<file path="src/cubed_sphere_tan_point_map_assert.svh">
// Assertion macros shared by the point map.
`ifndef CUBED_SPHERE_TAN_POINT_MAP_ASSERT_SVH
`define CUBED_SPHERE_TAN_POINT_MAP_ASSERT_SVH

// Implication checked on every clock edge outside reset.
`define CSTP_ASSERT_IMP(label, clk, rstn, ante, cons, msg) \
    label: assert property (@(posedge clk) disable iff (!rstn) (ante) |-> (cons)) \
        else $error(msg);

// Next-cycle implication checked outside reset.
`define CSTP_ASSERT_NEXT(label, clk, rstn, ante, cons, msg) \
    label: assert property (@(posedge clk) disable iff (!rstn) (ante) |=> (cons)) \
        else $error(msg);

`endif

</file>
<file path="src/cstp_pkg.sv">
package cstp_pkg;

    localparam int CoordWidthDef = 32;
    localparam int FracBitsDef   = 16;

    // Q1.30 constants.
    localparam int          CordicSteps = 30;
    localparam logic [31:0] OneQ30      = 32'h4000_0000;
    localparam logic [29:0] Pi4Q30      = 30'd843314857;

    // Largest magnitude normalized into [2^30, 2^31).
    localparam int NormWidth = 31;
    localparam int SumWidth  = 64;
    localparam int RootWidth = 32;
    localparam int UnitWidth = 31;
    localparam int TanWidth  = 31;
    localparam int DivSteps  = 31;
    localparam int SqrtSteps = 32;

    // CORDIC datapath width, Q1.30 with headroom.
    localparam int CordWidth = 34;

    // Shift code: s + 32 keeps the signed shift nonnegative.
    localparam int ShiftWidth = 7;

    // Angle table, atan(2^-i) in Q1.30.
    function automatic logic [31:0] atan_q30(input logic [4:0] idx);
        logic [31:0] v;
        begin
            case (idx)
                5'd0:  v = 32'h3243F6A8;
                5'd1:  v = 32'h1DAC6705;
                5'd2:  v = 32'h0FADBAFC;
                5'd3:  v = 32'h07F56EA6;
                5'd4:  v = 32'h03FEAB76;
                5'd5:  v = 32'h01FFD55B;
                5'd6:  v = 32'h00FFFAAA;
                5'd7:  v = 32'h007FFF55;
                5'd8:  v = 32'h003FFFEA;
                5'd9:  v = 32'h001FFFFD;
                5'd10: v = 32'h000FFFFF;
                5'd11: v = 32'h0007FFFF;
                5'd12: v = 32'h0003FFFF;
                5'd13: v = 32'h0001FFFF;
                5'd14: v = 32'h0000FFFF;
                5'd15: v = 32'h00007FFF;
                5'd16: v = 32'h00003FFF;
                5'd17: v = 32'h00001FFF;
                5'd18: v = 32'h00000FFF;
                5'd19: v = 32'h000007FF;
                5'd20: v = 32'h000003FF;
                5'd21: v = 32'h000001FF;
                5'd22: v = 32'h000000FF;
                5'd23: v = 32'h0000007F;
                5'd24: v = 32'h0000003F;
                5'd25: v = 32'h0000001F;
                5'd26: v = 32'h0000000F;
                5'd27: v = 32'h00000008;
                5'd28: v = 32'h00000004;
                5'd29: v = 32'h00000002;
                default: v = 32'h0;
            endcase
            return v;
        end
    endfunction

endpackage

</file>
<file path="src/cstp_div_pipe.sv">
// Pipelined fraction divider: floor(num * 2^30 / den) for num <= den,
// one quotient bit per stage.
module cstp_div_pipe #(
    parameter int TagWidth = 8
) (
    input  logic                              aclk,
    input  logic                              aresetn,
    input  logic                              adv,
    input  logic                              in_valid,
    input  logic [cstp_pkg::RootWidth:0]      in_num,
    input  logic [cstp_pkg::RootWidth:0]      in_den,
    input  logic [TagWidth-1:0]               in_tag,
    output logic                              out_valid,
    output logic [cstp_pkg::UnitWidth-1:0]    out_quot,
    output logic [TagWidth-1:0]               out_tag
);
    localparam int N  = cstp_pkg::DivSteps;
    localparam int DW = cstp_pkg::RootWidth + 2;
    localparam int QW = cstp_pkg::UnitWidth;

    logic [N:0]          v_reg;
    logic [DW-1:0]       rem_reg  [N+1];
    logic [DW-1:0]       den_reg  [N+1];
    logic [QW-1:0]       quot_reg [N+1];
    logic [TagWidth-1:0] tag_reg  [N+1];

    assign v_reg[0]    = in_valid;
    assign rem_reg[0]  = {1'b0, in_num};
    assign den_reg[0]  = {1'b0, in_den};
    assign quot_reg[0] = '0;
    assign tag_reg[0]  = in_tag;

    // Restoring division; the first stage yields the integer bit.
    for (genvar i = 0; i < N; i++) begin : g_stage
        logic [DW-1:0] rem_cur;
        logic          fits;
        if (i == 0) begin : g_first
            assign rem_cur = rem_reg[i];
        end else begin : g_next
            assign rem_cur = {rem_reg[i][DW-2:0], 1'b0};
        end
        assign fits = rem_cur >= den_reg[i];

        always_ff @(posedge aclk) begin
            if (!aresetn) begin
                v_reg[i+1] <= 1'b0;
            end else if (adv) begin
                v_reg[i+1] <= v_reg[i];
            end
        end

        always_ff @(posedge aclk) begin
            if (adv) begin
                rem_reg[i+1]  <= fits ? rem_cur - den_reg[i] : rem_cur;
                den_reg[i+1]  <= den_reg[i];
                quot_reg[i+1] <= {quot_reg[i][QW-2:0], fits};
                tag_reg[i+1]  <= tag_reg[i];
            end
        end
    end

    assign out_valid = v_reg[N];
    assign out_quot  = quot_reg[N];
    assign out_tag   = tag_reg[N];
endmodule

</file>
<file path="config.mk">
export PLATFORM = sky130hd
export DESIGN_NAME = cstp_div_pipe
export DESIGN_NICKNAME = d
export VERILOG_FILES = /design/src/cubed_sphere_tan_point_map_assert.svh /design/src/cstp_pkg.sv /design/src/cstp_div_pipe.sv
export SDC_FILE = /design/constraint.sdc
export NUM_CORES = 2
export LEC_CHECK = 0
export BUFFER_PORTS_ARGS = -buffer_cell sky130_fd_sc_hd__buf_2
export CORE_MARGIN = 10
export CORE_UTILIZATION = 60
export CTS_CLUSTER_DIAMETER = 80
export DETAILED_ROUTE_END_ITERATION = 16
export PLACE_DENSITY_LB_ADDON = 0.25
export SYNTH_ARGS = -nofsm -noshare
export SYNTH_HDL_FRONTEND = slang
export SYNTH_SLANG_ARGS = --single-unit
</file>
<file path="constraint.sdc">
create_clock -name aclk -period 4.2 [get_ports aclk]
set_input_delay 0.21 -clock aclk [delete_from_list [all_inputs] [get_ports aclk]]
set_output_delay 0.21 -clock aclk [all_outputs]
set_load 0.02 [all_outputs]
</file>
# ---- Word-level counts from Yosys, hierarchy flattened
# Index checks and enable logic that the tools add are counted.
dict set report op_classes {
  n_lt_le_gt_ge 31
  add_sub_neg 30
  n_bitwise 0
  reduce_logical 0
  n_mux 30
  eq_ne 0
  mul 0
  div_mod_pow 0
  shifts 0
}
# cell n
set ops {}
lappend ops {{34-bit by 33-bit >= comparator with 1-bit output} 30}
lappend ops {{33-bit 2-to-1 mux} 30}
lappend ops {{33-bit subtractor} 30}
lappend ops {{33-bit >= comparator} 1}
dict set report totals {
  mem_count 0
  latchBits 0
  out_inout_bits 40
  elab_cells 273
  regBits 2755
  mem_bits_rw 0
  input_bits 78
  romBits 0
}

# ---- Logic depth before layout (Yosys ltp)
dict set report logic_depth {
  depth_word 2
  ltp_mapped 16
}

# ---- Worst setup path after synthesis
# OpenSTA, ideal clock, no wires.
dict set report synth_path {
  path_kind {register to register}
  startpoint {register den_reg[476] in the netlist's numbering}
  endpoint {register rem_reg, in the netlist g_stage[18].rem_cur[10], data pin}
  required_ps 3940
  path_buffers 2
  stages_incl_launch_ff 15
  path_slack_ps 578
  arrival_ps 3362
  path_cell_list {edfxtp_1 fa_1 nor2b_1 o31a_1 o21ai_1 a31o_2 o31ai_2 a21oi_1 o21a_1 o21a_1 o211ai_1 a211o_1 buf_2 buf_2 mux2_2}
}
dict set report synth_via {
  elab_chain_len 2
  elab_cells_between_ends 3
  cone_classes {1 x add/sub; 1 x order compare; 1 x mux}
}
# item line_no
set synth_rtl {}
lappend synth_rtl {{start: declaration} cstp_div_pipe.sv:23} ;# logic [DW-1:0] den_reg [N+1];
lappend synth_rtl {{start signal: indexed assignment} cstp_div_pipe.sv:55} ;# den_reg[i+1] <= den_reg[i];
lappend synth_rtl {{33-bit subtractor / 34-bit by 33-bit >= comparator with 1-bit output (equally long branches)} {cstp_div_pipe.sv:54, cstp_div_pipe.sv:42}}
lappend synth_rtl {{33-bit 2-to-1 mux (*)} cstp_div_pipe.sv:54} ;# rem_reg[i+1] <= fits ? rem_cur - den_reg[i] : rem_cur;
lappend synth_rtl {{end signal: indexed assignment} cstp_div_pipe.sv:54}
lappend synth_rtl {{end: declaration} cstp_div_pipe.sv:22} ;# logic [DW-1:0] rem_reg [N+1];
# Mark *: on every way between the ends. The rest lies on a longest branch, timed or not.
# A chain may end at the register's enable or synchronous reset.

# ---- Final worst setup path
dict set report layout_path {
  startpoint {register den_reg[579] in the netlist's numbering}
  endpoint {register rem_reg, in the netlist g_stage[15].rem_cur[20], data pin}
}
# Same word-level chain as after synthesis.

==> out/results.txt <==
run status -> completed
Area contributors post-synth -> sky130_fd_sc_hd__edfxtp_1, sky130_fd_sc_hd__ha_1, sky130_fd_sc_hd__a21oi_1
category of the most critical setup path -> flip-flop to flip-flop
library cell used as clock root buffer -> sky130_fd_sc_hd__clkbuf_16
netlist area before placement -> 147000 µm²
routed metal-1 wirelength -> 148000 µm
power share of the combinational group -> 44.0%
Worst Setup Start Kind -> flip-flop
fraction of layout cells with a size suffix above 1 -> 9.23%
crit path time final -> 4.09 ns
gate count after technology mapping -> 12700
pin count of the biggest net entering global routing -> 135
area fraction of the dominant cell type after synthesis -> 55.6%
number of global-route vias before repair -> 98000
worst path arrival time -> 4.77 ns
slowest CP cell -> sky130_fd_sc_hd__edfxtp_1
biggest fanout along the worst timing path -> 21
post-synthesis async set-or-reset flop share -> 0%
worst hold path depth -> 2
final slew viol count -> 0
Avg Synthesized Cell Area -> 11.6 µm²
count leader, synth -> sky130_fd_sc_hd__edfxtp_1
vias per cell -> 6.00
number of cells on the worst reg-to-reg path -> 13
Top-Level Pins -> 118
DRC violations left -> 0
register-to-register setup slack -> 0.11 ns
maximum VDD drop -> 0.545 mV
total met2 wirelength after detailed routing -> 177000 µm
design internal power -> 81.6 mW
list of most frequent post-synthesis cells -> sky130_fd_sc_hd__edfxtp_1, sky130_fd_sc_hd__inv_1, sky130_fd_sc_hd__a21oi_1
max-slew headroom at the worst pin -> 29.5%
number of enable-type register cells in the synthesized netlist -> 2724
placer's final routability congestion estimate -> 0.980
Setup crit end kind -> flip-flop
final-layout worst hold slack -> 0.0353 ns
Met3 Wirelength -> 23000 µm
maximum capacitance violations -> 0
total of warnings raised by yosys -> 0
starting density of the core -> 60.4%
post-synthesis sequential area ratio -> 56.0%
clock group share of total power -> 20.7%
Lkg Pwr -> 66.9 nW
hold wc startpoint -> in_den[16]
crit path cell chain -> fa_1 > nor2b_1 > o21ai_0 > a21boi_0 > o21a_1 > o21ai_1 > a311oi_1 > buf_4 > a21oi_1 > o31ai_1 > a211o_2 > buf_12 > mux2_2
power per cell area -> 794 nW/µm²
first drt pass iteration count -> 6
library cell with the largest summed area after synthesis -> sky130_fd_sc_hd__edfxtp_1
maximum clock path buffer count -> 4
WL final -> 372000 µm
Tcrit/Tclk final -> 97.5%
number of synthesized register bits -> 2755
reg2reg end -> g_stage[15].rem_cur[20]
die area -> 265000 µm²
clk_skew -> 0.0681 ns
CP required -> 4.87 ns
remaining global-route overflow -> 0
Worst Max-Slew Pin Slew -> 1.05 ns
routed length per placed instance -> 22.5 µm
top layer reached by signal wires -> met5
Synth-to-Final Area Change -> 11.4%
Slowest Stage Delay on Critical Path -> 0.62 ns
crit-path leading delay family -> compound AO/OA/AOI/OAI gates
number of antenna violations at the first check in global routing -> 8
number of nets at the end of the flow -> 14200
global-route wire length before repair -> 565000 µm
count of buffering cells on the critical path with inverters included -> 2
Setup violations, final -> 0
clock tree from TritonCTS -> yes
final hold viol count -> 0
insertion delay of the later-clocked pin in the worst-skew pair -> 0.97 ns
number of H-tree branching levels -> 5
standard-cell rows -> 181
ys flop type -> sky130_fd_sc_hd__edfxtp_1
net switching power figure -> 48.6 mW
Flop pwr share -> 35.2%
DR vias -> 99200
switching portion of total power -> 37.3%
Die Height -> 515 µm
DRT antenna net count -> 0
number of I/O port buffers -> 117
Final TNS setup -> 0 ns
Synth Net Count -> 13800
detailed placement HPWL -> 281000 µm
reg2reg start -> den_reg[579]
synth unique cells -> 88
die width -> 515 µm
initial detailed-routing violation count -> 9325
kind of path behind the tightest hold check -> input pin to flip-flop
core footprint -> 244000 µm²
clock sinks -> 2755
clock-pin slew on the worst setup and hold paths -> 0.06 ns
maximum operating frequency -> 244 MHz
CTS Buf Count -> 310
GRT Total Usage -> 27.2%
Worst Hold Path EP -> den_reg[1036]
worst reg2reg max path, cell delays in order, from the launching register on:
cell and delay, ns:
sky130_fd_sc_hd__edfxtp_1 0.62, sky130_fd_sc_hd__fa_1 0.55, sky130_fd_sc_hd__nor2b_1 0.13, sky130_fd_sc_hd__o21ai_0 0.12
sky130_fd_sc_hd__a21boi_0 0.35, sky130_fd_sc_hd__o21a_1 0.23, sky130_fd_sc_hd__o21ai_1 0.17, sky130_fd_sc_hd__a311oi_1 0.30
sky130_fd_sc_hd__buf_4 0.19, sky130_fd_sc_hd__a21oi_1 0.07, sky130_fd_sc_hd__o31ai_1 0.30, sky130_fd_sc_hd__a211o_2 0.28
sky130_fd_sc_hd__buf_12 0.18, sky130_fd_sc_hd__mux2_2 0.36
power by group through the flow:
stage / sequential [mW] / combinational, mW / clock (mW)
after global routing: 46.2 / 63.4 / 28.5
final: 45.8 / 57.3 / 27.0
after floorplan: 42.5 / 42.8 / 0
after CTS: 45.7 / 56.7 / 27.5
after detailed placement: 46.1 / 56.0 / 0
after global placement: 46.1 / 54.9 / 0
how the worst max path moves through the flow:
stage / from / to / slack (ns) / cells past startpoint
3_5_place_dp: den_reg[408] / g_stage[20].rem_cur[33] / 0.16 / 13
4_1_cts: g_stage[9].rem_cur[5] / g_stage[10].rem_cur[6] / 0.15 / 14
3_3_place_gp: den_reg[715] / g_stage[11].rem_cur[6] / 0.23 / 13
6_report: den_reg[579] / g_stage[15].rem_cur[20] / 0.11 / 13
2_1_floorplan: den_reg[476] / g_stage[18].rem_cur[10] / 0.58 / 14
5_1_grt: g_stage[20].rem_cur[2] / g_stage[21].rem_cur[5] / -0.04 / 12
stage by stage:
step / power, mW / worst slack, ns / std cells / instance area [µm²] / utilization [%]
2_1_floorplan: 85.3 / 0.578 / 12700 / 147000 / -
3_3_place_gp: 101 / 0.226 / 15900 / 153000 / 62.7
3_5_place_dp: 102 / 0.158 / 15900 / 153000 / 62.7
4_1_cts: 130 / 0.151 / 16500 / 164000 / 67.2
5_1_grt: 138 / -0.0379 / 16500 / 164000 / 67.3
6_report: 130 / 0.105 / 16500 / 164000 / 67.3
routing by layer:
metal,track usage (%),vias to the layer above
li1,-,47200
met1,33.9,47700
met2,45.8,3370
met3,4.39,941
met4,14.5,2
met5,0,-
placed cells by master, fill, tap and decap left out, types with 173 or more instances in the layout:
master,n
sky130_fd_sc_hd__xnor2_1,511
sky130_fd_sc_hd__mux2_2,329
sky130_fd_sc_hd__a21o_1,528
sky130_fd_sc_hd__nor2b_1,178
sky130_fd_sc_hd__nand3_1,180
sky130_fd_sc_hd__o21ai_0,841
sky130_fd_sc_hd__a21oi_1,1114
sky130_fd_sc_hd__edfxtp_1,2724
sky130_fd_sc_hd__buf_4,173
sky130_fd_sc_hd__clkbuf_16,314
sky130_fd_sc_hd__nand2_1,840
sky130_fd_sc_hd__ha_1,1022
sky130_fd_sc_hd__xor2_1,340
sky130_fd_sc_hd__inv_1,1247
sky130_fd_sc_hd__nor2_1,729
repair_timing:
item                       in CTS  in global routing
buffers inserted                0                  0
hold buffers                  103                  0
gates resized for setup         0                  9
hold endpoints to repair      139                  0
setup endpoints to repair       0                 74
cell type report:
class                   instances  area, µm²
diodes                          6       15.0
clock buffers                 361       8050
clock inverters               175       2010
fillers                     17700      79800
inverters                    1247       4680
multi-input cells            8337      58800
flip-flops and latches       2755      82400
well taps                    3202       4010
repair buffers                445       3970
kinds of logic after synthesis:
family,synth area share [%]
compound gates,14.2
mux,2.87
buf+inv,4.19
xor+xnor,5.07
flops,56.0
simple gates,8.49
fa+ha+maj,9.10
(Power assumes the default switching activity.)
